--- src/rtl/glb_pkg.sv ---
// glb_pkg: command beat type, operation and status codes for the grid lookup
// shared by glb_front, glb_queue, glb_back and grid_bilinear_lookup
package glb_pkg;

  localparam int SLOT_W = 6;

  typedef logic [2:0] op_t;
  typedef logic [2:0] status_t;

  localparam op_t OP_ERR   = 3'd0;
  localparam op_t OP_WR    = 3'd1;
  localparam op_t OP_EXACT = 3'd2;
  localparam op_t OP_LB    = 3'd3;
  localparam op_t OP_LT    = 3'd4;
  localparam op_t OP_BI    = 3'd5;

  localparam status_t ST_OK      = 3'd0;
  localparam status_t ST_BAD     = 3'd1;
  localparam status_t ST_UNKNOWN = 3'd2;
  localparam status_t ST_FEW     = 3'd3;
  localparam status_t ST_FULL    = 3'd4;

  typedef struct packed {
    op_t                op;
    status_t            status;
    logic [3:0]         wl;
    logic [SLOT_W-1:0]  b1;
    logic [SLOT_W-1:0]  b2;
    logic [SLOT_W-1:0]  t1;
    logic [SLOT_W-1:0]  t2;
    logic [15:0]        xb1;
    logic [15:0]        xb2;
    logic [15:0]        xt1;
    logic [15:0]        xt2;
    logic [15:0]        pb;
    logic [15:0]        pt;
    logic signed [31:0] value;
  } cmd_t;

endpackage

--- src/rtl/glb_queue.sv ---
// glb_queue: two-entry command queue between front and back
// depends on glb_pkg
module glb_queue import glb_pkg::*; (
  input  logic clk,
  input  logic rst_n,
  input  logic push,
  input  cmd_t din,
  input  logic pop,
  output cmd_t dout,
  output logic empty,
  output logic full
);

  cmd_t       mem_r [2];
  logic       wp_r, wp_nxt;
  logic       rp_r, rp_nxt;
  logic [1:0] cnt_r, cnt_nxt;

  always_comb begin
    wp_nxt  = push ? ~wp_r : wp_r;
    rp_nxt  = pop ? ~rp_r : rp_r;
    cnt_nxt = cnt_r + 2'(push) - 2'(pop);
  end

  always_ff @(posedge clk) begin
    if (!rst_n) begin
      wp_r  <= 1'b0;
      rp_r  <= 1'b0;
      cnt_r <= 2'd0;
    end else begin
      wp_r  <= wp_nxt;
      rp_r  <= rp_nxt;
      cnt_r <= cnt_nxt;
    end
    if (push) begin
      mem_r[wp_r] <= din;
    end
  end

  assign dout  = mem_r[rp_r];
  assign empty = (cnt_r == 2'd0);
  assign full  = (cnt_r == 2'd2);

endmodule

--- config.mk ---
export PLATFORM = sky130hd
export DESIGN_NAME = glb_queue
export DESIGN_NICKNAME = d
export VERILOG_FILES = /design/src/rtl/glb_pkg.sv /design/src/rtl/glb_queue.sv
export SDC_FILE = /design/constraint.sdc
export NUM_CORES = 1
export LEC_CHECK = 0
export BUFFER_PORTS_ARGS = -buffer_cell sky130_fd_sc_hd__buf_2
export CAP_MARGIN = 10
export CORE_MARGIN = 2
export CORE_UTILIZATION = 40
export DETAILED_ROUTE_END_ITERATION = 8
export PLACE_DENSITY = 0.73
export SLEW_MARGIN = 5
export SYNTH_ARGS = -nofsm -noshare
export SYNTH_HDL_FRONTEND = slang
export SYNTH_SLANG_ARGS = --single-unit
--- constraint.sdc ---
create_clock -name clk -period 16.8 [get_ports clk]
set_input_delay 4.2 -clock clk [delete_from_list [all_inputs] [get_ports clk]]
set_output_delay 4.2 -clock clk [all_outputs]
set_load 0.05 [all_outputs]
**Yosys cells after proc, flatten, opt, wreduce, memory -nomap -nowiden**

Memory sizes are Yosys's and may differ from the RTL's. A register that Yosys moved wholly into a read port is not among the register bits.
Cells that the tools add are included.

- Bits in registers: 4
- Bits in writable memories: 324
- Input port bits: 166
- Output and inout bits: 164
- Logic and storage cells: 14
- Memories kept: 1

Memory list:

| name | words | bits a word | read ports | clocked after memory_dff | wr ports | RTL line | source |
|---|---|---|---|---|---|---|---|
| mem_r | 2 | 162 | 1 | 1 | 1 | glb_queue.sv:14 | `cmd_t mem_r [2];` |

- $add $sub $neg: 2
- Eq/ne operators: 1
- Mux-type cells: 4
- Bitwise logic cells: 2
- Reduce and logical (&&, ||, !) cells: 1

Operators by type and width:

| cell | number |
|---|---|
| $mux W1 | 4 |
| $add A2 B1 Y2 | 1 |
| $eq A2 B2 Y1 const B | 1 |
| $logic_not A2 Y1 | 1 |
| $not A1 Y1 | 2 |
| $sub A2 B1 Y2 | 1 |

**Longest topological paths before layout**

Gate-level depths: netlist of run 1.

- Word-level depth: 3
- Mapped depth: 6
- Depth with buffers taken out: 6

**Worst setup path before layout of run 1**

No wires, ideal clock.

- Path type: input port to flip-flop
- Start: in push
- End: mem mem_r[0][0] in the netlist's numbering (enable)
- Library setup time: 705 ps
- Data arrival time: 11231 ps
- Required time: 16095 ps
- Slack: 4864 ps
- Cell stages on the path: 1
- Buffers on the path: 0
- Cells stage by stage: nor2b_1

- Longest elaborated chain between the ends: 2

Ends and longest elaborated chain:

| what | RTL line | source |
|---|---|---|
| start: declaration | glb_queue.sv:6 | `input logic push,` |
| $mux W1 | glb_queue.sv:35 | `if (push) begin` |
| $mux W1 (implied by the code) | glb_queue.sv:36 | `mem_r[wp_r] <= din;` |
| end: declaration | glb_queue.sv:14 |  |

No other way between the ends.

==> flow_summary_export.csv, run 1 <==
group,metric,value,unit
sta,setup_violations,0,
clock_network,cts_buffer_depth,3,
routing,wl_per_cell,17.9,um
logic_synthesis,yosysWarnings,0,
sta,setup-tns-final,0,ps
worst_setup_path,critPathArrivalTime,2980,ps
clock_network,holdBufCountCts,0,
run,timing.max_cap.violations,0,
routing,initialDrtViolationCount,357,
clock_network,cts_tree,"yes",
die,row_count,64,
sta,tightest_slew,996,ps
logic_synthesis,synth_top_area_share,79.5,%
pwr,p_sw,0.000532,W
logic_synthesis,synth_seq_cells,329,
global_route,overflow,0,
routing,wl_met1,9000,um
logic_synthesis,synth_area_leaders,"edfxtp_1, mux2_4, mux2_2",
die,core,30300,sq um
sta,post-route-period-util,42.7,%
logic_synthesis,syn_area,12200,sq um
routing,routed.top_layer,"met5",
clock_network,cts-resized-gates,0,
sta,rsz0062_at_grt,"false",
sta,drv_slew,0,
logic_synthesis,synthArstFlopShare,0,%
routing,routed_via_density,4.67,
worst_setup_path,end_kind,"output pin",
die,die_x,179,um
logic_synthesis,synth.most_common_cell,"edfxtp_1",
layout,multiInputGateArea,2250,sq um
worst_setup_path,start_kind,"register",
logic_synthesis,yosysUniqueCellTypes,14,
routing,met3WireLength,2100,um
routing,drt-total-wl,23400,um
pwr,switching_share,25.8,%
pwr,power_frac_seq,46.9,%
die,dieArea,32000,sq um
layout,drive_above_1_share,61.1,%
routing,drc_errors,0,
logic_synthesis,ys.flop_type,"edfxtp_1",
global_route,antenna_found_initial,3,
placed_design,hpwl,15500,um
logic_synthesis,synth-edff-count,324,
pwr,p_int,0.00153,W
global_route,grt_pass1_vias,6335,
die,initial_core_util,40.3,%
logic_synthesis,yosysTopAreaCell,"edfxtp_1",
worst_setup_path,path_max_fanout,59,
die,ios,330,
routing,dr_wl_met2,11600,um
worst_setup_path,required,12600,ps
layout,synthToLayoutAreaGrowth,26.6,%
pwr,power,0.00206,W
routing,ant_nets,0,
logic_synthesis,syn_nets,693,
pwr,vdd_drop_max,0.0982,mV
clock_network,insertion_delay,500,ps
logic_synthesis,synthTopCellsByCount,"edfxtp_1, mux2_2, mux2_4",
worst_setup_path,r2r_start,"wp_r$_SDFFE_PN0P_",
layout,fillCellCount,2464,
pwr,p_per_area,133,nW/um^2
sta,fmax,0.139,GHz
logic_synthesis,avgSynthCellArea,23.3,sq um
min_path,hp-class,"register to register",
sta,slew_headroom,33.6,%
sta,finalCriticalPeriod,7180,ps
global_route,grt_max_degree,73,
pwr,p_comb_share,15.6,%
clock_network,clkTransAtPathRegs,60,ps
routing,firstDrtPassIters,4,
clock_network,root_buffer,"clkbuf_16",
pwr,leakage,5.98,nW
placed_design,gp_congestion,0.718,
outcome,outcome,"complete, no violations",
logic_synthesis,syn_inst,525,
placed_design,io_buffers,329,
min_path,min-delay-start,"rp_r$_SDFFE_PN0P_",
layout,seqCellArea,9830,sq um
pwr,clockPowerShare,37.6,%
global_route,track_usage,13.8,%
global_route,grt_pass1_wl,33900,um
logic_synthesis,ys_seq_area_share,80.4,%
worst_setup_path,path_class,"register to output pin",
sta,skew,13.0,ps
clock_network,postCtsSetupBuffers,0,
routing,dr_total_vias,6097,
sta,finalHoldViolCount,0,
clock_network,cts_sinks,329,
clock_network,cts_made_buffers,36,
die,die_h,179,um
layout,fin_nets,1049,
worst_setup_path,regToRegSetupSlack,13820,ps
clock_network,htreeDepth,2,
==> state kept, by name (all words and copies together) (netlist names), named ones only <==
register / count
cnt_r: 2
mem_r: 324
rp_r: 1
wp_r: 1
==> critical path: stages (launching register included) <==
cell	delay (ps)
dfxtp_4	900
buf_4	890
mux2_2	420
buf_2	220
==> placed cells by master (no fill, tap or decap), types with 4 or more instances in the layout <==
master / netlist / layout
clkinv_1: 0 / 6
mux2_2: 82 / 82
buf_2: 8 / 329
edfxtp_1: 324 / 324
bufinv_16: 0 / 5
mux2_4: 80 / 80
buf_4: 0 / 6
dfxtp_1: 5 / 4
clkinv_2: 0 / 10
clkbuf_16: 0 / 37
clkbuf_1: 0 / 5
==> power by group through the flow <==
stage	clock, W	combinational, W	sequential, W
finish	0.000774	0.000321	0.000966
global route	0.000828	0.000336	0.000970
CTS	0.000797	0.000324	0.000967
detailed placement	0	0.000323	0.000984
global placement	0	0.000320	0.000981
floorplan	0	0.000253	0.000983
==> cell type report <==
type,count,area share [%]
Clock inverter,22,1.49
Multi-Input combinational cell,176,14.5
Sequential cell,329,63.5
Clock buffer,42,6.10
Tap cell,396,3.20
Antenna cell,3,0.0485
Inverter,2,0.0485
Timing Repair Buffer,336,11.1
==> logic make-up after synthesis <==
logic type | after synthesis | synth area share (%)
compound gates | 1 | 0.0614
xor+xnor | 2 | 0.256
fa+ha+maj | 2 | 0.205
buf+inv | 20 | 1.31
flops | 329 | 80.4
mux | 162 | 17.4
simple gates | 9 | 0.440
==> per-layer routing <==
layer / global-route usage, % / vias up
met4: 4.81 / 2
met1: 15.9 / 2977
met3: 5.00 / 54
met5: 0 / -
li1: - / 2824
met2: 23.9 / 240
==> final timing paths <==
kind,to,cells after the start
max,dout[30],3
min,register,2
max reg2reg,mem_r[1][15]$_DFFE_PP_,3
min reg2reg,register,2
==> stage by stage <==
step / hold slack, ps / area [sq um] / cells / utilization [%] / worst slack, ps
final: 580 / 15500 / 1306 / 51.0 / 9620
after global routing: 619 / 15500 / 1303 / 51.0 / 9440
after CTS: 582 / 15500 / 1302 / 50.9 / 9520
after detailed placement: 565 / 14300 / 1238 / 47.1 / 9860
after global placement: 558 / 14300 / 1238 / 47.1 / 9890
after floorplan: 555 / 12200 / 525 / - / 4860
No activity file was read; power rests on OpenSTA's default activity.
==> run 2: changes to the inputs <==
ABC_AREA = 1   (was default)
clock period = 7.1 ns   (was 16.8 ns; I/O delays follow)
==> flow_summary_export.csv, run 2 <==
group,metric,value,unit
layout,regMostFlops,"mem_r",
logic_synthesis,yosysWarnings,0,
clock_network,cts_made_buffers,36,
clock_network,cts-resized-gates,0,
sta,rsz0062_at_grt,"false",
pwr,vdd_drop_max,0.280,mV
sta,post-route-period-util,61.9,%
clock_network,holdBufCountCts,0,
worst_setup_path,path_class,"register to output pin",
logic_synthesis,synth_top_area_share,79.5,%
outcome,outcome,"complete, no violations",
placed_design,gp_congestion,0.731,
worst_setup_path,rr_worst_depth,2,
worst_setup_path,critPathSlowestCell,"dfxtp_4",
layout,fin_nets,1059,
sta,skew,10.3,ps
sta,slew_headroom,29.4,%
worst_setup_path,path_max_fanout,42,
sta,tightest_slew,1060,ps
layout,reg.largest.list,"mem_r (324), cnt_r (2)",
sta,setup_ws,2710,ps
logic_synthesis,ys.flop_type,"edfxtp_1",
clock_network,htreeDepth,2,
pwr,leakage,5.94,nW
worst_setup_path,start_kind,"register",
clock_network,postCtsSetupBuffers,0,
worst_setup_path,path_cells,"buf_4 > mux2_2 > buf_2",
global_route,antenna_found_initial,5,
layout,synthToLayoutAreaGrowth,25.8,%
run,timing.max_cap.violations,0,
layout,final_common_cell,"buf_2",
layout,fillCellCount,2486,
layout,multiInputGateArea,2230,sq um
die,initial_core_util,40.3,%
placed_design,pre_cts_slack,3170,ps
logic_synthesis,yosysTopAreaCell,"edfxtp_1",
die,row_count,64,
die,dieArea,32000,sq um
min_path,hold-path-cell-count,2,
sta,setup-tns-final,0,ps
min_path,min-delay-start,"rp_r$_SDFFE_PN0P_",
clock_network,cts_buffer_depth,3,
logic_synthesis,yosysUniqueCellTypes,12,
clock_network,root_buffer,"clkbuf_16",
clock_network,insertion_delay,490,ps
global_route,grt_pass1_wl,34100,um
logic_synthesis,avgSynthCellArea,22.8,sq um
sta,finalHoldViolCount,0,
worst_setup_path,r2r_start,"wp_r$_SDFFE_PN0P_",
die,core,30300,sq um
logic_synthesis,synth_seq_cells,329,
logic_synthesis,ys_seq_area_share,80.4,%
routing,firstDrtPassIters,4,
logic_synthesis,syn_area,12200,sq um
logic_synthesis,synth-edff-count,324,
routing,routed_via_density,4.69,
placed_design,io_buffers,329,
placed_design,hpwl,15500,um
global_route,grt_max_degree,87,
sta,drv_slew,0,
logic_synthesis,synthTopCellsByCount,"edfxtp_1, mux2_2, mux2_4",
worst_setup_path,critPathArrivalTime,2620,ps
routing,initialDrtViolationCount,323,
routing,drt-total-wl,23500,um
clock_network,clkTransAtPathRegs,60,ps
die,die_x,179,um
die,ios,330,
worst_setup_path,required,5330,ps
pwr,p_per_area,302,nW/um^2
clock_network,cts_tree,"yes",
min_path,hp-class,"register to register",
layout,seqCellArea,9830,sq um
worst_setup_path,slowest_delay,740,ps
logic_synthesis,syn_inst,537,
clock_network,cts_sinks,329,
logic_synthesis,synth_area_leaders,"edfxtp_1, mux2_4, mux2_2",
global_route,track_usage,14.0,%
global_route,grt_pass1_vias,6301,
worst_setup_path,end_kind,"output pin",
routing,wl_per_cell,17.9,um
sta,fmax,0.228,GHz
sta,setup_violations,0,
logic_synthesis,synthArstFlopShare,0,%
layout,largest_reg_flops,324,
global_route,overflow,0,
layout,final_cell_mix,"buf_2, edfxtp_1, mux2_2",
sta,finalCriticalPeriod,4390,ps
routing,ant_nets,0,
die,die_h,179,um
logic_synthesis,synth.most_common_cell,"edfxtp_1",
logic_synthesis,syn_nets,705,
layout,drive_above_1_share,59.4,%
routing,drc_errors,0,
routing,dr_total_vias,6169,
run 2: cell count changes after synthesis, sizes merged:
cell / previous run / this run
a21oi: 0 / 1
nand3: 0 / 1
xor2: 1 / 0
nor2b: 4 / 0
o21a: 1 / 0
nor2: 1 / 9
inv: 2 / 7
xnor3: 1 / 0
and2: 4 / 0
nand2: 0 / 8
run 2: where the power goes:
| part | switching (W) | leakage, nW | internal [W] |
|---|---|---|---|
| Clock | 0.000679 | 0.524 | 0.00102 |
| Combinational | 0.000468 | 2.33 | 0.000202 |
| Sequential | 0.0000317 | 3.08 | 0.00225 |
| Total | 0.00118 | 5.94 | 0.00347 |
run 2: worst paths after layout:
path	endpoint	slack, ps
worst max-delay path	dout[11]	2710
worst min-delay path	rp_r$_SDFFE_PN0P_	510
worst max register to register	mem_r[0][157]$_DFFE_PP_	4820
worst min register to register	rp_r$_SDFFE_PN0P_	510
run 2: through the flow:
stage                     hold WS, ps  instances  utilization [%]  total power (W)  instance area (sq um)
after floorplan                   463        537                -          0.00284                  12200
after global placement            478       1249             47.1          0.00299                  14300
after detailed placement          500       1249             47.1          0.00300                  14300
after CTS                         512       1309             50.7          0.00471                  15400
after global routing              576       1313             50.7          0.00482                  15400
final                             511       1314             50.7          0.00465                  15400
run 2: kinds of logic after synthesis:
group / Yosys count / share of synthesized area (%)
adders and majority gates: 2 / 0.205
DFF: 329 / 80.4
buffers and inverters: 25 / 1.46
muxes: 162 / 17.4
AOI/OAI and AO/OA: 1 / 0.0409
and+or+nand+nor: 18 / 0.563
run 2: final cells by class:
cell class / count / share of cell area [%]
sequential: 329 / 63.9
tap: 396 / 3.22
timing repair buffer: 334 / 11.1
multi-input combinational: 183 / 14.5
inverter: 7 / 0.203
antenna: 5 / 0.0813
clock buffer: 44 / 6.19
clock inverter: 16 / 0.789
run 2: layer usage:
metal / part of all wire (%) / track usage (%) / routed length [um] / vias up
met5: 0.055 / 0 / 13 / -
met4: 3.2 / 6.23 / 740 / 2
met3: 8.6 / 4.43 / 2020 / 59
met2: 48 / 23.0 / 11300 / 267
met1: 40 / 16.8 / 9330 / 2999
li1: - / - / - / 2842
run 2: critical path, delay by kind of cell (launching register included):
family | cells | cell delay (ps)
mux | 1 | 410
flops | 1 | 740
buf+inv | 2 | 890
==> run 3: changes to the inputs <==
clock period = 4.08 ns   (was 7.1 ns; I/O delays follow)
==> flow_summary_export.csv, run 3 (synthesis gave the netlist of run 2 again) <==
group,metric,value,unit
layout,seqCellArea,9830,sq um
routing,ant_nets,0,
min_path,hp-class,"register to register",
global_route,grt_pass1_wl,34100,um
pwr,leakage,6.07,nW
die,die_h,179,um
layout,reg.largest.list,"mem_r (324), cnt_r (2)",
clock_network,root_buffer,"clkbuf_16",
layout,regMostFlops,"mem_r",
layout,final_cell_mix,"buf_2, edfxtp_1, mux2_2",
clock_network,postCtsSetupBuffers,0,
layout,multiInputGateArea,2230,sq um
sta,slew_headroom,38.7,%
worst_setup_path,end_kind,"output pin",
sta,setup_violations,0,
sta,finalHoldViolCount,0,
worst_setup_path,critPathArrivalTime,2320,ps
clock_network,cts_made_buffers,34,
clock_network,clkTransAtPathRegs,60,ps
worst_setup_path,crit_family,"flip-flops",
die,row_count,64,
die,ios,330,
routing,drc_errors,0,
global_route,grt_pass1_vias,6375,
layout,drive_above_1_share,60.8,%
global_route,track_usage,14.0,%
sta,rsz0062_at_grt,"false",
global_route,antenna_found_initial,5,
layout,fin_cells,1328,
worst_setup_path,slowest_delay,790,ps
sta,fmax,0.299,GHz
placed_design,gp_congestion,0.742,
clock_network,cts_tree,"yes",
placed_design,dp_cells,1265,
clock_network,htreeDepth,2,
worst_setup_path,critPathSlowestCell,"dfxtp_4",
pwr,p_per_area,524,nW/um^2
pwr,vdd_drop_max,0.355,mV
die,initial_core_util,40.3,%
worst_setup_path,path_class,"register to output pin",
sta,drv_slew,0,
clock_network,insertion_delay,490,ps
layout,fillCellCount,2455,
global_route,overflow,0,
die,die_x,179,um
placed_design,hpwl,16700,um
clock_network,cts_sinks,329,
worst_setup_path,required,3060,ps
clock_network,cts_buffer_depth,3,
placed_design,io_buffers,329,
layout,largest_reg_flops,324,
worst_setup_path,path_max_fanout,40,
routing,dr_total_vias,6116,
routing,initialDrtViolationCount,298,
sta,skew,8.58,ps
routing,firstDrtPassIters,4,
routing,drt-total-wl,23800,um
outcome,outcome,"complete, no violations",
layout,final_common_cell,"buf_2",
worst_setup_path,cp_num_buf_inv,2,
layout,fin_nets,1073,
routing,routed_via_density,4.61,
global_route,grt_max_degree,42,
sta,tightest_slew,918,ps
clock_network,cts-resized-gates,0,
die,dieArea,32000,sq um
sta,finalCriticalPeriod,3340,ps
layout,synthToLayoutAreaGrowth,27.8,%
routing,wl_per_cell,17.9,um
sta,post-route-period-util,81.9,%
die,core,30300,sq um
clock_network,holdBufCountCts,0,
run,timing.max_cap.violations,0,
worst_setup_path,start_kind,"register",
sta,setup-tns-final,0,ps
worst_setup_path,path_cells,"buf_4 > mux2_2 > buf_2",
[run 3: cell types whose count changed in the layout (fill, tap and decap cells not counted)]
cell        delta
buf_4          +8
clkbuf_1       -1
bufinv_16      +1
clkinv_2       +5
buf_12         +8
clkinv_4       +1
clkinvlp_4     +1
clkinv_1       -6
inv_6          -1
diode_2        -2
[run 3: final timing paths]
path	start	endpoint	slack (ps)	depth (start not counted)
max	register	dout[64]	740	3
min	rp_r$_SDFFE_PN0P_	rp_r$_SDFFE_PN0P_	500	2
max reg2reg	wp_r$_SDFFE_PN0P_	mem_r[1][73]$_DFFE_PP_	2080	3
min reg2reg	rp_r$_SDFFE_PN0P_	rp_r$_SDFFE_PN0P_	500	2
[run 3: power breakdown]
| part | total [W] | internal [W] | switching, W |
|---|---|---|---|
| Clock | 0.00303 | 0.00184 | 0.00119 |
| Combinational | 0.00120 | 0.000377 | 0.000824 |
| Sequential | 0.00397 | 0.00392 | 0.0000547 |
| Total | 0.00820 | 0.00613 | 0.00207 |
[run 3: layout make-up]
class / instances / share of cell area [%]
flip-flops and latches: 329 / 62.9
multi-input cells: 183 / 14.3
repair buffers: 350 / 12.3
clock buffers: 43 / 6.06
well taps: 396 / 3.17
clock inverters: 17 / 1.04
inverters: 7 / 0.192
diodes: 3 / 0.0480
[run 3: worst min-delay path, delay by kind of cell (launching register included)]
kind | cells | cell delay [ps]
simple gates | 2 | 140
flops | 1 | 330
[run 3: per-stage QoR]
step           hold slack [ps]  worst slack (ps)  cell area, sq um  util, %  total power, W
6_report                   499               740             15600     51.5         0.00820
5_1_grt                    559               641             15600     51.5         0.00848
4_1_cts                    502               677             15600     51.5         0.00830
3_5_place_dp               488              1190             14500     47.8         0.00526
3_3_place_gp               474              1210             14500     47.8         0.00523
2_1_floorplan              463               161             12200        -         0.00493
[run 3: metal layers]
layer  vias to the layer above  track usage [%]  routed length (um)
met3                        35             4.69                2030
met2                       237             25.1               12200
met1                      2975             15.9                9110
li1                       2865                -                   -
met5                         -                0                  27
met4                         4             4.10                 429
