===== config.mk =====
export PLATFORM = sky130hd
export DESIGN_NAME = glb_front
export DESIGN_NICKNAME = d
export VERILOG_FILES = /design/src/rtl/glb_pkg.sv /design/src/rtl/glb_ram.sv /design/src/rtl/glb_front.sv
export SDC_FILE = /design/constraint.sdc
export NUM_CORES = 1
export LEC_CHECK = 0
export ABC_AREA = 1
export BUFFER_PORTS_ARGS = -buffer_cell sky130_fd_sc_hd__clkbuf_2
export CAP_MARGIN = 20
export CORE_ASPECT_RATIO = 0.9
export CORE_UTILIZATION = 45
export CTS_CLUSTER_DIAMETER = 120
export DETAILED_ROUTE_END_ITERATION = 10
export PLACE_DENSITY = 0.62
export SLEW_MARGIN = 10
export SYNTH_ARGS = -nofsm -noshare
export SYNTH_HDL_FRONTEND = slang
export SYNTH_SLANG_ARGS = --single-unit

===== constraint.sdc =====
create_clock -name clk -period 9.88 [get_ports clk]
set_input_delay 2.47 -clock clk [delete_from_list [all_inputs] [get_ports clk]]
set_output_delay 2.47 -clock clk [all_outputs]
set_load 0.03 [all_outputs]

===== src/rtl/glb_pkg.sv =====
// glb_pkg: command beat type, operation and status codes for the grid lookup
// shared by glb_front, glb_queue, glb_back and grid_bilinear_lookup
package glb_pkg;

  localparam int SLOT_W = 6;

  typedef logic [2:0] op_t;
  typedef logic [2:0] status_t;

  localparam op_t OP_ERR   = 3'd0;
  localparam op_t OP_WR    = 3'd1;
  localparam op_t OP_EXACT = 3'd2;
  localparam op_t OP_LB    = 3'd3;
  localparam op_t OP_LT    = 3'd4;
  localparam op_t OP_BI    = 3'd5;

  localparam status_t ST_OK      = 3'd0;
  localparam status_t ST_BAD     = 3'd1;
  localparam status_t ST_UNKNOWN = 3'd2;
  localparam status_t ST_FEW     = 3'd3;
  localparam status_t ST_FULL    = 3'd4;

  typedef struct packed {
    op_t                op;
    status_t            status;
    logic [3:0]         wl;
    logic [SLOT_W-1:0]  b1;
    logic [SLOT_W-1:0]  b2;
    logic [SLOT_W-1:0]  t1;
    logic [SLOT_W-1:0]  t2;
    logic [15:0]        xb1;
    logic [15:0]        xb2;
    logic [15:0]        xt1;
    logic [15:0]        xt2;
    logic [15:0]        pb;
    logic [15:0]        pt;
    logic signed [31:0] value;
  } cmd_t;

endpackage


===== src/rtl/glb_ram.sv =====
// glb_ram: generic single write port, single read port RAM, registered read
// no dependencies
module glb_ram #(
  parameter int WIDTH = 32,
  parameter int DEPTH = 16
) (
  input  logic                       clk,
  input  logic                       we,
  input  logic [$clog2(DEPTH)-1:0]   waddr,
  input  logic [WIDTH-1:0]           wdata,
  input  logic [$clog2(DEPTH)-1:0]   raddr,
  output logic [WIDTH-1:0]           rdata
);

  logic [WIDTH-1:0] mem_r [DEPTH];
  logic [WIDTH-1:0] rdata_r;

  always_ff @(posedge clk) begin
    if (we) begin
      mem_r[waddr] <= wdata;
    end
    rdata_r <= mem_r[raddr];
  end

  assign rdata = rdata_r;

endmodule


===== src/rtl/glb_front.sv =====
// glb_front: accepts items, scans both axes, appends new points, builds commands
// depends on glb_pkg and glb_ram
module glb_front import glb_pkg::*; #(
  parameter int WORKLOADS   = 16,
  parameter int AXIS_POINTS = 16
) (
  input  logic               clk,
  input  logic               rst_n,
  input  logic               acc,
  input  logic               in_kind,
  input  logic [3:0]         in_workload,
  input  logic [15:0]        in_batch,
  input  logic [15:0]        in_threads,
  input  logic signed [31:0] in_value,
  input  logic               q_full,
  output logic               q_push,
  output cmd_t               q_din,
  output logic               front_busy
);

  localparam int AW = $clog2(AXIS_POINTS);
  localparam int PW = $clog2(AXIS_POINTS + 1);

  localparam logic [2:0] F_IDLE = 3'd0;
  localparam logic [2:0] F_RD   = 3'd1;
  localparam logic [2:0] F_CMP  = 3'd2;
  localparam logic [2:0] F_DEC  = 3'd3;
  localparam logic [2:0] F_PUSH = 3'd4;

  typedef struct packed {
    logic              found;
    logic [SLOT_W-1:0] fslot;
    logic              lo1v;
    logic [15:0]       lo1;
    logic [SLOT_W-1:0] lo1s;
    logic              lo2v;
    logic [15:0]       lo2;
    logic [SLOT_W-1:0] lo2s;
    logic              hi1v;
    logic [15:0]       hi1;
    logic [SLOT_W-1:0] hi1s;
    logic              hi2v;
    logic [15:0]       hi2;
    logic [SLOT_W-1:0] hi2s;
  } trk_t;

  typedef struct packed {
    logic [SLOT_W-1:0] s1;
    logic [15:0]       x1;
    logic [SLOT_W-1:0] s2;
    logic [15:0]       x2;
  } brk_t;

  function automatic trk_t trk_step(trk_t t, logic [15:0] a, logic [SLOT_W-1:0] s,
                                    logic [15:0] p);
    trk_t r;
    r = t;
    if (a == p) begin
      r.found = 1'b1;
      r.fslot = s;
    end else if (a < p) begin
      if (!t.lo1v || a > t.lo1) begin
        r.lo2v = t.lo1v;
        r.lo2  = t.lo1;
        r.lo2s = t.lo1s;
        r.lo1v = 1'b1;
        r.lo1  = a;
        r.lo1s = s;
      end else if (!t.lo2v || a > t.lo2) begin
        r.lo2v = 1'b1;
        r.lo2  = a;
        r.lo2s = s;
      end
    end else begin
      if (!t.hi1v || a < t.hi1) begin
        r.hi2v = t.hi1v;
        r.hi2  = t.hi1;
        r.hi2s = t.hi1s;
        r.hi1v = 1'b1;
        r.hi1  = a;
        r.hi1s = s;
      end else if (!t.hi2v || a < t.hi2) begin
        r.hi2v = 1'b1;
        r.hi2  = a;
        r.hi2s = s;
      end
    end
    return r;
  endfunction

  function automatic brk_t bracket(trk_t t);
    brk_t r;
    if (!t.lo1v) begin
      r = '{s1: t.hi1s, x1: t.hi1, s2: t.hi2s, x2: t.hi2};
    end else if (!t.hi1v) begin
      r = '{s1: t.lo2s, x1: t.lo2, s2: t.lo1s, x2: t.lo1};
    end else begin
      r = '{s1: t.lo1s, x1: t.lo1, s2: t.hi1s, x2: t.hi1};
    end
    return r;
  endfunction

  logic [2:0]         state_r, state_nxt;
  logic               kind_r, kind_nxt;
  logic [3:0]         w_r, w_nxt;
  logic [15:0]        b_r, b_nxt;
  logic [15:0]        t_r, t_nxt;
  logic signed [31:0] val_r, val_nxt;
  logic [PW-1:0]      idx_r, idx_nxt;
  logic [PW-1:0]      bp_r, bp_nxt;
  logic [PW-1:0]      tp_r, tp_nxt;
  logic [15:0]        known_r, known_nxt;
  trk_t               btrk_r, btrk_nxt;
  trk_t               ttrk_r, ttrk_nxt;
  cmd_t               cmd_r, cmd_nxt;

  logic          b_we, t_we;
  logic [15:0]   b_rd, t_rd;
  logic [PW-1:0] max_pts;
  brk_t          bb, tb;

  assign max_pts = (bp_r > tp_r) ? bp_r : tp_r;
  assign bb      = bracket(btrk_r);
  assign tb      = bracket(ttrk_r);

  glb_ram #(.WIDTH(16), .DEPTH(AXIS_POINTS)) u_batch_axis (
    .clk   (clk),
    .we    (b_we),
    .waddr (bp_r[AW-1:0]),
    .wdata (b_r),
    .raddr (idx_r[AW-1:0]),
    .rdata (b_rd)
  );

  glb_ram #(.WIDTH(16), .DEPTH(AXIS_POINTS)) u_thread_axis (
    .clk   (clk),
    .we    (t_we),
    .waddr (tp_r[AW-1:0]),
    .wdata (t_r),
    .raddr (idx_r[AW-1:0]),
    .rdata (t_rd)
  );

  always_comb begin
    state_nxt = state_r;
    kind_nxt  = kind_r;
    w_nxt     = w_r;
    b_nxt     = b_r;
    t_nxt     = t_r;
    val_nxt   = val_r;
    idx_nxt   = idx_r;
    bp_nxt    = bp_r;
    tp_nxt    = tp_r;
    known_nxt = known_r;
    btrk_nxt  = btrk_r;
    ttrk_nxt  = ttrk_r;
    cmd_nxt   = cmd_r;
    b_we      = 1'b0;
    t_we      = 1'b0;
    q_push    = 1'b0;
    case (state_r)
      F_IDLE: begin
        if (acc) begin
          kind_nxt = in_kind;
          w_nxt    = in_workload;
          b_nxt    = in_batch;
          t_nxt    = in_threads;
          val_nxt  = in_value;
          idx_nxt  = '0;
          btrk_nxt = '0;
          ttrk_nxt = '0;
          cmd_nxt  = '0;
          cmd_nxt.op = OP_ERR;
          if (!(int'(in_workload) < WORKLOADS)) begin
            cmd_nxt.status = ST_BAD;
            state_nxt      = F_PUSH;
          end else if (in_kind && (in_batch == 16'd0 || in_threads == 16'd0)) begin
            cmd_nxt.status = ST_BAD;
            state_nxt      = F_PUSH;
          end else if (in_kind && !known_r[in_workload]) begin
            cmd_nxt.status = ST_UNKNOWN;
            state_nxt      = F_PUSH;
          end else begin
            state_nxt = (max_pts != '0) ? F_RD : F_DEC;
          end
        end
      end
      F_RD: begin
        state_nxt = F_CMP;
      end
      F_CMP: begin
        if (idx_r < bp_r) begin
          btrk_nxt = trk_step(btrk_r, b_rd, SLOT_W'(idx_r), b_r);
        end
        if (idx_r < tp_r) begin
          ttrk_nxt = trk_step(ttrk_r, t_rd, SLOT_W'(idx_r), t_r);
        end
        idx_nxt   = idx_r + PW'(1);
        state_nxt = (idx_nxt >= max_pts) ? F_DEC : F_RD;
      end
      F_DEC: begin
        state_nxt   = F_PUSH;
        cmd_nxt.wl  = w_r;
        cmd_nxt.pb  = b_r;
        cmd_nxt.pt  = t_r;
        cmd_nxt.value = val_r;
        if (!kind_r) begin
          if ((!btrk_r.found && bp_r >= PW'(AXIS_POINTS)) ||
              (!ttrk_r.found && tp_r >= PW'(AXIS_POINTS))) begin
            cmd_nxt.status = ST_FULL;
          end else begin
            cmd_nxt.op = OP_WR;
            cmd_nxt.b1 = btrk_r.found ? btrk_r.fslot : SLOT_W'(bp_r);
            cmd_nxt.t1 = ttrk_r.found ? ttrk_r.fslot : SLOT_W'(tp_r);
            if (!btrk_r.found) begin
              b_we   = 1'b1;
              bp_nxt = bp_r + PW'(1);
            end
            if (!ttrk_r.found) begin
              t_we   = 1'b1;
              tp_nxt = tp_r + PW'(1);
            end
            known_nxt[w_r] = 1'b1;
          end
        end else if ((!btrk_r.found && bp_r < PW'(2)) ||
                     (!ttrk_r.found && tp_r < PW'(2))) begin
          cmd_nxt.status = ST_FEW;
        end else begin
          cmd_nxt.b1  = btrk_r.found ? btrk_r.fslot : bb.s1;
          cmd_nxt.b2  = bb.s2;
          cmd_nxt.t1  = ttrk_r.found ? ttrk_r.fslot : tb.s1;
          cmd_nxt.t2  = tb.s2;
          cmd_nxt.xb1 = bb.x1;
          cmd_nxt.xb2 = bb.x2;
          cmd_nxt.xt1 = tb.x1;
          cmd_nxt.xt2 = tb.x2;
          if (btrk_r.found && ttrk_r.found) begin
            cmd_nxt.op = OP_EXACT;
          end else if (btrk_r.found) begin
            cmd_nxt.op = OP_LT;
          end else if (ttrk_r.found) begin
            cmd_nxt.op = OP_LB;
          end else begin
            cmd_nxt.op = OP_BI;
          end
        end
      end
      F_PUSH: begin
        if (!q_full) begin
          q_push    = 1'b1;
          state_nxt = F_IDLE;
        end
      end
      default: begin
        state_nxt = F_IDLE;
      end
    endcase
  end

  always_ff @(posedge clk) begin
    if (!rst_n) begin
      state_r <= F_IDLE;
      bp_r    <= '0;
      tp_r    <= '0;
      known_r <= '0;
    end else begin
      state_r <= state_nxt;
      bp_r    <= bp_nxt;
      tp_r    <= tp_nxt;
      known_r <= known_nxt;
    end
    kind_r <= kind_nxt;
    w_r    <= w_nxt;
    b_r    <= b_nxt;
    t_r    <= t_nxt;
    val_r  <= val_nxt;
    idx_r  <= idx_nxt;
    btrk_r <= btrk_nxt;
    ttrk_r <= ttrk_nxt;
    cmd_r  <= cmd_nxt;
  end

  assign q_din      = cmd_r;
  assign front_busy = (state_r != F_IDLE);

endmodule


Yosys cells after proc, flatten, opt, wreduce, memory -nomap -nowiden. Memories as Yosys holds them, arrays and structs flattened. A register that Yosys moved wholly into a read port is not among the register bits. Cells that the tools add are included. Widths: inputs -> output; s select.

Reductions and logical operators: 57. Eq/ne operators: 32. $lt $le $gt $ge: 21. Bitwise logic cells: 5. $add $sub $neg: 3. Mux-type cells: 80.

Operators with widths (number): $pmux 99 s2 (2); $pmux 162 s2 (1); $mux 99 (3); $mux 23 (12); $mux 46 (4); $mux 92 (2); $mux 44 (4); $mux 162 (1); $lt 16x16->1 (6); $mux 88 (1); $mux 70 (1); $gt 16x16->1 (4); $mux 6 (10); $reduce_and 6->1 (8); $ne 2x2->1 const B (18); $mux 3 (11); $eq 16x16->1 (2); $logic_not 16->1 (2); $reduce_and 4->1 (7); $ne 3x3->1 const B (8); $mux 1 (16); $or 16x16->16 (1); $add 5x1->5 const B (3); $pmux 3 s5 (1); 26 further kinds (70).

RAM bits: 512. Output and inout port bits: 164. Memories: 2. Bits in registers: 463.

Memories: u_batch_axis.mem_r (depth 16, bits a word 16, read ports 1, clocked after Yosys merged registers in 1, wr ports 1, line glb_ram.sv:15) `logic [WIDTH-1:0] mem_r [DEPTH];`; u_thread_axis.mem_r (depth 16, bits a word 16, read ports 1, clocked after Yosys merged registers in 1, wr ports 1, line glb_ram.sv:15).

Depth between registers and ports, before layout. Gate-level depths: netlist of run 1.

Word-level depth: 8. Depth in mapped cells: 17. Mapped depth without buffers: 17.

Hierarchy. Synthesis of run 1 repeated with hierarchy kept, for this count alone.

Cells, all modules: 4420. Area, all modules: 45514.9 µm².

Modules (own cells, without submodules): glb_front (times used 1, cells an instance 2270, area an instance 22754.3 µm², seq. area each 13192.7 µm²); glb_ram at u_thread_axis (times used 1, cells an instance 1074, area an instance 11380.9 µm², seq. area each 8007.7 µm²); glb_ram at u_batch_axis (times used 1, cells an instance 1076, area an instance 11379.7 µm², seq. area each 8007.7 µm²).

Worst setup path before layout of run 1. OpenSTA, ideal clock, no wires.

Kind: input-to-reg. Start point: in acc. End point: reg cmd_r (netlist bit q_din[100]) (enable). Stages on the path: 4. Path buffers: 0. Setup slack: 658 ps. Data arrival time: 8613 ps. Cell sequence: inv_1 -> nor2_1 -> inv_1 -> o21ai_0.

Cells in the longest elaborated chain, start to end: 2.

RTL lines: start: declaration (line glb_front.sv:9) `input logic acc,`; $ne 2x2->1 (no line); $reduce_and 4->1 (no line); end signal: assignment (line glb_front.sv:280) `cmd_r <= cmd_nxt;`; end: declaration (line glb_front.sv:115) `cmd_t cmd_r, cmd_nxt;`.

Every way passes these cells. A chain may end at the register's enable or synchronous reset.

Final worst setup path of run 1.
Start point: in q_full. End point: out q_push.

Cells in the longest elaborated chain, start to end: 2.

RTL lines: start: declaration (line glb_front.sv:15) `input logic q_full,`; $mux 1 (line glb_front.sv:249) `if (!q_full) begin`; $mux 1 (line glb_front.sv:161) `case (state_r)`; end: declaration (line glb_front.sv:16) `output logic q_push,`.

Every way passes these cells.

==> results of run 1 <==
[worst min-delay path by stage]
stage / startpoint / slack, ns / depth (start not counted) / endpoint
6_report: known_r[9] / 0.46 / 2 / known_r[9]
5_1_grt: known_r[0] / 0.48 / 2 / known_r[0]
4_1_cts: known_r[12] / 0.46 / 2 / known_r[12]
3_5_place_dp: known_r[12] / 0.45 / 2 / known_r[12]
3_3_place_gp: known_r[5] / 0.44 / 2 / known_r[5]
2_1_floorplan: known_r[0] / 0.44 / 2 / known_r[0]
[area by class of cell]
cell class	count	area (sq um)	share of cell area
Multi-Input combinational cell	2271	12500	0.252
Clock buffer	129	2790	0.0562
Sequential cell	993	29200	0.588
Tap cell	1265	1580	0.0319
Inverter	322	1210	0.0245
Timing Repair Buffer	303	1710	0.0344
Clock inverter	64	631	0.0127
[state kept, by name (all words and copies together) (netlist names), 5 cells and up]
name and flops:
known_r 16, bp_r 5, u_thread_axis.mem_r 256, tp_r 5, idx_r 5, u_batch_axis.mem_r 256
u_batch_axis.rdata 16, b_r 16, u_thread_axis.rdata 16, t_r 16, btrk_r 94, ttrk_r 94
q_din 158, val_r 32
[placed cells by master, fill, tap and decap left out, types with 70 or more instances in the layout]
| cell type | n |
|---|---|
| sky130_fd_sc_hd__edfxtp_1 | 932 |
| sky130_fd_sc_hd__nor2_1 | 540 |
| sky130_fd_sc_hd__nand2_1 | 404 |
| sky130_fd_sc_hd__o21ai_0 | 323 |
| sky130_fd_sc_hd__inv_1 | 311 |
| sky130_fd_sc_hd__a21oi_1 | 291 |
| sky130_fd_sc_hd__clkbuf_2 | 232 |
| sky130_fd_sc_hd__nand3_1 | 183 |
| sky130_fd_sc_hd__ha_1 | 183 |
| sky130_fd_sc_hd__clkbuf_16 | 107 |
| sky130_fd_sc_hd__o221ai_1 | 98 |
| sky130_fd_sc_hd__buf_4 | 70 |
[power by group through the flow]
stage | Combinational [mW] | Clock [mW] | Sequential (mW)
floorplan | 3.97 | 0 | 6.92
global placement | 6.11 | 0 | 6.83
detailed placement | 6.22 | 0 | 6.83
CTS | 6.25 | 3.97 | 6.76
global route | 7.01 | 4.13 | 6.85
finish | 6.29 | 3.92 | 6.76
[layer usage]
layer | global-route usage | share of wire | routed length, um
met3 | 0.0545 | 0.093 | 11200
met1 | 0.343 | 0.43 | 51400
met4 | 0.0859 | 0.034 | 4060
met2 | 0.361 | 0.44 | 52800
met5 | 0 | 0.00011 | 13
[per-stage QoR]
stage          area (sq um)  hold WS (ns)
5_1_grt               49700         0.482
3_3_place_gp          46200         0.444
6_report              49700         0.458
4_1_cts               49700         0.461
3_5_place_dp          46200         0.452
2_1_floorplan         43800         0.435
[cells by family (layout without fill, tap and decap cells)]
logic type | after synthesis | after routing | share of synthesized area
AND/OR/NAND/NOR | 1210 | 1210 | 0.113
flip-flops | 993 | 993 | 0.668
AO/OA/AOI/OAI | 872 | 872 | 0.117
buffers and inverters | 538 | 818 | 0.0492
adder cells (fa/ha/maj) | 183 | 183 | 0.0523
XOR/XNOR | 2 | 2 | 0.000400
other | 1 | 4 | 0.0000857
[worst reg2reg max path, delay by kind of cell (launching register included)]
kind	cells	cell delay, ns
buffers and inverters	4	1.91
AO/OA/AOI/OAI	2	0.57
adder cells (fa/ha/maj)	1	0.43
AND/OR/NAND/NOR	4	0.42
flip-flops	1	0.33
==> metrics.txt, run 1 <==
# TYPE chip_impl_metric gauge
chip_impl_metric{name="synthesis.area_per_instance",unit="sq um"} 11.5
chip_impl_metric{name="diodes",unit=""} 0
chip_impl_metric{name="seq_power_share",unit=""} 0.398
chip_impl_metric{name="leakage",unit="nW"} 18.5
chip_impl_metric{name="drive_above_1_share",unit=""} 0.127
chip_impl_metric{name="numPlacedInstances",unit=""} 5153
chip_impl_metric{name="ant_nets",unit=""} 0
chip_impl_metric{name="area_delta_synth_final",unit="%"} 13.5
chip_impl_metric{name="fp.dieArea",unit="sq mm"} 0.0985
chip_impl_metric{name="cts.repair_timing.setup_buffer_count",unit=""} 0
chip_impl_metric{name="tightestPinTransition",unit="ns"} 1.07
chip_impl_metric{name="final_cell_count_no_fill",unit=""} 5347
chip_impl_info{name="rr_endpoint",value="btrk_r[80]"} 1
chip_impl_metric{name="totalPowerFinal",unit="mW"} 17.0
chip_impl_metric{name="clock-sinks",unit=""} 993
chip_impl_metric{name="critical_path.max_fanout",unit=""} 2
chip_impl_metric{name="setup-violations-final",unit=""} 0
chip_impl_metric{name="grt_first_pass_wirelength",unit="mm"} 178
chip_impl_info{name="critical_path.most_common_cell",value="sky130_fd_sc_hd__clkbuf_2"} 1
chip_impl_metric{name="pwr-share-clk",unit=""} 0.231
chip_impl_metric{name="yosys.area.top_type_share",unit=""} 0.640
chip_impl_metric{name="placement.io_buffers",unit=""} 232
chip_impl_metric{name="first_iter_violations",unit=""} 3116
chip_impl_metric{name="rrSetupSlack",unit="ns"} 5.90
chip_impl_info{name="critical_path_class",value="input pin to output pin"} 1
chip_impl_metric{name="detail_route.wirelength",unit="mm"} 119
chip_impl_metric{name="first_pass_iters",unit=""} 5
chip_impl_info{name="netlist.top_cell.by_area",value="sky130_fd_sc_hd__edfxtp_1"} 1
chip_impl_metric{name="via_density_per_instance",unit=""} 5.67
chip_impl_metric{name="arrival",unit="ns"} 3.00
chip_impl_metric{name="max_freq",unit="MHz"} 183
chip_impl_metric{name="cts_max_level",unit=""} 3
chip_impl_metric{name="setup-tns-final",unit="ns"} 0
chip_impl_metric{name="critical_path.max_stage_delay",unit="ns"} 0.26
chip_impl_info{name="synthTopCellsByCount",value="sky130_fd_sc_hd__edfxtp_1 (932), sky130_fd_sc_hd__nor2_1 (572), sky130_fd_sc_hd__nand2_1 (406)"} 1
chip_impl_metric{name="cts_hold_repair.buffers",unit=""} 0
chip_impl_metric{name="routed-via-count",unit=""} 30300
chip_impl_info{name="ys.flop_type",value="sky130_fd_sc_hd__edfxtp_1"} 1
chip_impl_info{name="netlist_top_cells_area",value="sky130_fd_sc_hd__edfxtp_1 (64%), sky130_fd_sc_hd__ha_1 (5.2%), sky130_fd_sc_hd__nor2_1 (4.9%), sky130_fd_sc_hd__o21ai_0 (3.7%), sky130_fd_sc_hd__nand2_1 (3.5%)"} 1
chip_impl_metric{name="clkSlewWorstSetupHoldPaths",unit="ns"} 0.06
chip_impl_info{name="worst_setup_path_start_kind",value="input pin"} 1
chip_impl_metric{name="layout_worst_path_cycle_share",unit=""} 0.554
chip_impl_info{name="crit_path_start",value="q_full"} 1
chip_impl_metric{name="pin_count_of_the_biggest_net_entering_global_routing",unit=""} 191
chip_impl_metric{name="hold_viol",unit=""} 0
chip_impl_metric{name="finalNetCount",unit=""} 4250
chip_impl_metric{name="timing.max_cap.violations",unit=""} 0
chip_impl_metric{name="floorplan.die.height",unit="um"} 298
chip_impl_metric{name="initial_utilization",unit=""} 0.454
chip_impl_metric{name="power.switching",unit="mW"} 7.08
chip_impl_metric{name="depth_of_the_worst_register_to_register_path",unit=""} 11
chip_impl_metric{name="share_comb_of_total_power",unit=""} 0.371
chip_impl_metric{name="post-route-worst-setup-slack",unit="ns"} 4.41
chip_impl_metric{name="critPathRequiredTime",unit="ns"} 7.41
chip_impl_info{name="outcome",value="finished clean"} 1
chip_impl_metric{name="syn_inst_count",unit=""} 3799
chip_impl_metric{name="grt-ovfl-total",unit=""} 0
chip_impl_metric{name="synth-seq-cells",unit=""} 993
chip_impl_metric{name="swShare",unit=""} 0.417
chip_impl_metric{name="synth_edf_count",unit=""} 932
chip_impl_metric{name="p_per_area",unit="mW/mm^2"} 342
chip_impl_metric{name="num_io_pins",unit=""} 237
chip_impl_metric{name="dp.final_hpwl",unit="mm"} 72.1
chip_impl_info{name="synth.most_common_cell",value="sky130_fd_sc_hd__edfxtp_1"} 1
chip_impl_metric{name="maxSlewViolCount",unit=""} 0
chip_impl_metric{name="asyncSetResetFlopFracSynth",unit=""} 0
chip_impl_metric{name="antenna_violations_before_repair",unit=""} 5
chip_impl_metric{name="post_cts_resize_count",unit=""} 0
chip_impl_metric{name="cellInternalPower",unit="mW"} 9.90
chip_impl_metric{name="grt.total_usage",unit=""} 0.241
chip_impl_info{name="root_buffer",value="sky130_fd_sc_hd__clkbuf_16"} 1
chip_impl_metric{name="worst_ir_drop_vdd",unit="V"} 0.000225
chip_impl_metric{name="wl_per_cell",unit="um"} 22.3
chip_impl_metric{name="first_global_vias",unit=""} 28753
chip_impl_metric{name="die_x",unit="um"} 331
chip_impl_metric{name="placeableCoreArea",unit="sq mm"} 0.0963
chip_impl_metric{name="period_minus_slack",unit="ns"} 5.47
chip_impl_info{name="end_kind",value="output pin"} 1
chip_impl_metric{name="cts-buffers-inserted",unit=""} 103
chip_impl_info{name="setup_repair_after_global_routing_missed_its_margin",value="no"} 1
chip_impl_metric{name="detail_route.drc_violations",unit=""} 0
chip_impl_metric{name="timing.slew.headroom",unit=""} 0.285
chip_impl_info{name="regToRegStartpoint",value="idx_r[1]"} 1
chip_impl_metric{name="crit_path_buffers_inverters",unit=""} 2
chip_impl_metric{name="num_rows",unit=""} 108
chip_impl_info{name="slowest_stage",value="sky130_fd_sc_hd__clkbuf_2"} 1
chip_impl_metric{name="timing.clock.skew",unit="ns"} 0.0310
chip_impl_metric{name="num-fill-cells",unit=""} 8353
chip_impl_metric{name="clock_tree_buf_depth",unit=""} 3
chip_impl_metric{name="netlist_area",unit="sq mm"} 0.0438
chip_impl_info{name="worstSetupEndpoint",value="q_push"} 1
chip_impl_info{name="tritoncts",value="done"} 1
chip_impl_info{name="worst_hold_check_path_type",value="flop to flop"} 1
chip_impl_metric{name="detailedPlace.worstSlack",unit="ns"} 4.40
chip_impl_metric{name="worstSkewPairLatency",unit="ns"} 0.68
chip_impl_info{name="critPathTopFamily",value="buffers and inverters"} 1
chip_impl_metric{name="utilization",unit=""} 0.516
chip_impl_metric{name="globalplace.congestion",unit=""} 0.867
chip_impl_info{name="crit_chain",value="clkbuf_2, nor4_1, clkbuf_2"} 1
chip_impl_metric{name="critical_path_cell_count",unit=""} 3
chip_impl_metric{name="ys.warnings.count",unit=""} 0
chip_impl_metric{name="yosysSeqAreaShare",unit=""} 0.668
chip_impl_metric{name="synth_cell_types",unit=""} 43
Power figures use the tool's default switching activity.
==> run 2: changes to the inputs <==
--- a/config.mk
+++ b/config.mk
@@ -12,7 +12,7 @@
 export CORE_UTILIZATION = 45
 export CTS_CLUSTER_DIAMETER = 120
 export DETAILED_ROUTE_END_ITERATION = 10
-export PLACE_DENSITY = 0.62
+export PLACE_DENSITY = 0.64
 export SLEW_MARGIN = 10
 export SYNTH_ARGS = -nofsm -noshare
 export SYNTH_HDL_FRONTEND = slang
==> constraint.sdc (replaced) <==
create_clock -name clk -period 4.93 [get_ports clk]
set_input_delay 1.2325 -clock clk [delete_from_list [all_inputs] [get_ports clk]]
set_output_delay 1.2325 -clock clk [all_outputs]
set_load 0.03 [all_outputs]
==> run 2 against run 1 <==
Sequential power up 100%. Clock power up 110%. Critical path depth unchanged. Non-clock buffer count up 16. Routed wire length up 0.23%. Count of clock-buffer cells in the layout down 9. Setup slack worse by 3.0 ns. Highest routed layer unchanged.
==> metrics.txt, run 2 (same netlist as run 1, synthesis figures left out) <==
# TYPE chip_impl_metric gauge
chip_impl_metric{name="routed-via-count",unit=""} 30406
chip_impl_metric{name="leakage",unit="nW"} 18.7
chip_impl_metric{name="tightestPinTransition",unit="ns"} 1.07
chip_impl_metric{name="setup-violations-final",unit=""} 0
chip_impl_info{name="outcome",value="finished clean"} 1
chip_impl_metric{name="area_delta_synth_final",unit="%"} 14.1
chip_impl_metric{name="ant_nets",unit=""} 0
chip_impl_metric{name="critical_path.max_fanout",unit=""} 2
chip_impl_metric{name="max_freq",unit="MHz"} 284
chip_impl_info{name="critical_path.most_common_cell",value="sky130_fd_sc_hd__clkbuf_2"} 1
chip_impl_metric{name="pin_count_of_the_biggest_net_entering_global_routing",unit=""} 166
chip_impl_metric{name="setup-tns-final",unit="ns"} 0
chip_impl_metric{name="num_io_pins",unit=""} 237
chip_impl_metric{name="first_pass_iters",unit=""} 6
chip_impl_metric{name="period_minus_slack",unit="ns"} 3.52
chip_impl_metric{name="drive_above_1_share",unit=""} 0.128
chip_impl_metric{name="maxSlewViolCount",unit=""} 0
chip_impl_metric{name="critical_path.max_stage_delay",unit="ns"} 0.62
chip_impl_metric{name="diodes",unit=""} 0
chip_impl_metric{name="post_cts_resize_count",unit=""} 0
chip_impl_metric{name="clock_tree_buf_depth",unit=""} 3
chip_impl_metric{name="detail_route.wirelength",unit="mm"} 120
chip_impl_metric{name="worst_ir_drop_vdd",unit="V"} 0.000457
chip_impl_metric{name="finalNetCount",unit=""} 4263
chip_impl_metric{name="layout_worst_path_cycle_share",unit=""} 0.714
chip_impl_info{name="most-common-layout-cells",value="sky130_fd_sc_hd__edfxtp_1 (932), sky130_fd_sc_hd__nor2_1 (559), sky130_fd_sc_hd__nand2_1 (404), sky130_fd_sc_hd__o21ai_0 (323), sky130_fd_sc_hd__inv_1 (311)"} 1
chip_impl_metric{name="totalPowerFinal",unit="mW"} 34.5
chip_impl_metric{name="die_x",unit="um"} 331
chip_impl_info{name="root_buffer",value="sky130_fd_sc_hd__clkbuf_16"} 1
chip_impl_metric{name="detail_route.drc_violations",unit=""} 0
chip_impl_metric{name="grt_first_pass_wirelength",unit="mm"} 180
chip_impl_metric{name="fp.dieArea",unit="sq mm"} 0.0985
chip_impl_info{name="crit_chain",value="clkbuf_2, nor4_1, clkbuf_2"} 1
chip_impl_metric{name="globalplace.congestion",unit=""} 0.905
chip_impl_info{name="worst_setup_path_start_kind",value="input pin"} 1
chip_impl_metric{name="clock-sinks",unit=""} 993
chip_impl_metric{name="grt-ovfl-total",unit=""} 0
chip_impl_metric{name="cts_max_level",unit=""} 3
chip_impl_metric{name="placement.io_buffers",unit=""} 232
chip_impl_metric{name="critPathRequiredTime",unit="ns"} 3.70
chip_impl_info{name="slowest_stage",value="sky130_fd_sc_hd__nor4_1"} 1
chip_impl_metric{name="via_density_per_instance",unit=""} 5.67
chip_impl_metric{name="timing.clock.skew",unit="ns"} 0.0213
chip_impl_metric{name="num_rows",unit=""} 108
chip_impl_metric{name="first_global_vias",unit=""} 28834
chip_impl_metric{name="p_per_area",unit="mW/mm^2"} 691
chip_impl_info{name="critical_path_class",value="input pin to output pin"} 1
chip_impl_info{name="end_kind",value="output pin"} 1
chip_impl_info{name="layout.cells.most_common",value="sky130_fd_sc_hd__edfxtp_1"} 1
chip_impl_info{name="tritoncts",value="done"} 1
chip_impl_metric{name="cts-buffers-inserted",unit=""} 100
chip_impl_metric{name="timing.max_cap.violations",unit=""} 0
chip_impl_metric{name="timing.slew.headroom",unit=""} 0.288
chip_impl_metric{name="floorplan.die.height",unit="um"} 298
chip_impl_metric{name="hold_viol",unit=""} 0
chip_impl_metric{name="worstSkewPairLatency",unit="ns"} 0.69
chip_impl_metric{name="dp.final_hpwl",unit="mm"} 74.1
chip_impl_metric{name="clkSlewWorstSetupHoldPaths",unit="ns"} 0.06
chip_impl_metric{name="cts_hold_repair.buffers",unit=""} 0
chip_impl_metric{name="grt.total_usage",unit=""} 0.242
chip_impl_metric{name="cts.repair_timing.setup_buffer_count",unit=""} 0
chip_impl_metric{name="wl_per_cell",unit="um"} 22.3
chip_impl_metric{name="initial_utilization",unit=""} 0.454
chip_impl_metric{name="placeableCoreArea",unit="sq mm"} 0.0963
chip_impl_metric{name="arrival",unit="ns"} 2.29
chip_impl_metric{name="first_iter_violations",unit=""} 3877
chip_impl_info{name="worst_hold_check_path_type",value="flop to flop"} 1
chip_impl_info{name="setup_repair_after_global_routing_missed_its_margin",value="no"} 1
chip_impl_metric{name="antenna_violations_before_repair",unit=""} 5
## run 2: cell type report
cell class / instances / area (sq um)
multi-input cells: 2271 / 12500
clock buffers: 120 / 2670
fillers: 8233 / 46400
clock inverters: 69 / 910
well taps: 1265 / 1580
repair buffers: 319 / 1860
flip-flops and latches: 993 / 29200
inverters: 322 / 1210
## run 2: layer usage
metal,part of all wire,track usage
met1,0.43,0.350
met4,0.027,0.0733
met5,0.00034,0
met2,0.46,0.373
met3,0.087,0.0406
## run 2: worst max-delay path, delay by kind of cell
kind / cells / cell delay (ns)
buf+inv: 2 / 0.43
simple gates: 1 / 0.62
## run 2: report_power, final
part | total, mW | switching, mW | internal [mW] | leakage, nW
logic | 12.8 | 9.27 | 3.52 | 7.71
clock network | 8.21 | 3.36 | 4.85 | 1.73
registers | 13.5 | 1.64 | 11.8 | 9.24
## run 2: stage by stage
step,cell area [sq um],util,instances,worst slack (ns),hold WS [ns]
finish,49900,0.518,5359,1.41,0.458
floorplan,43800,-,3802,0.537,0.435
global route,49900,0.518,5359,1.17,0.479
CTS,49900,0.518,5358,1.46,0.460
global placement,46300,0.481,5169,1.27,0.445
detailed placement,46300,0.481,5169,1.28,0.451
## run 2: path summary, 6_finish.rpt
kind / startpoint / endpoint / slack [ns] / cells past startpoint
max reg2reg: t_r[15] / ttrk_r[24] / 1.45 / 11
min reg2reg: known_r[1] / known_r[1] / 0.46 / 2
max: q_full / q_push / 1.41 / 3
min: known_r[1] / known_r[1] / 0.46 / 2
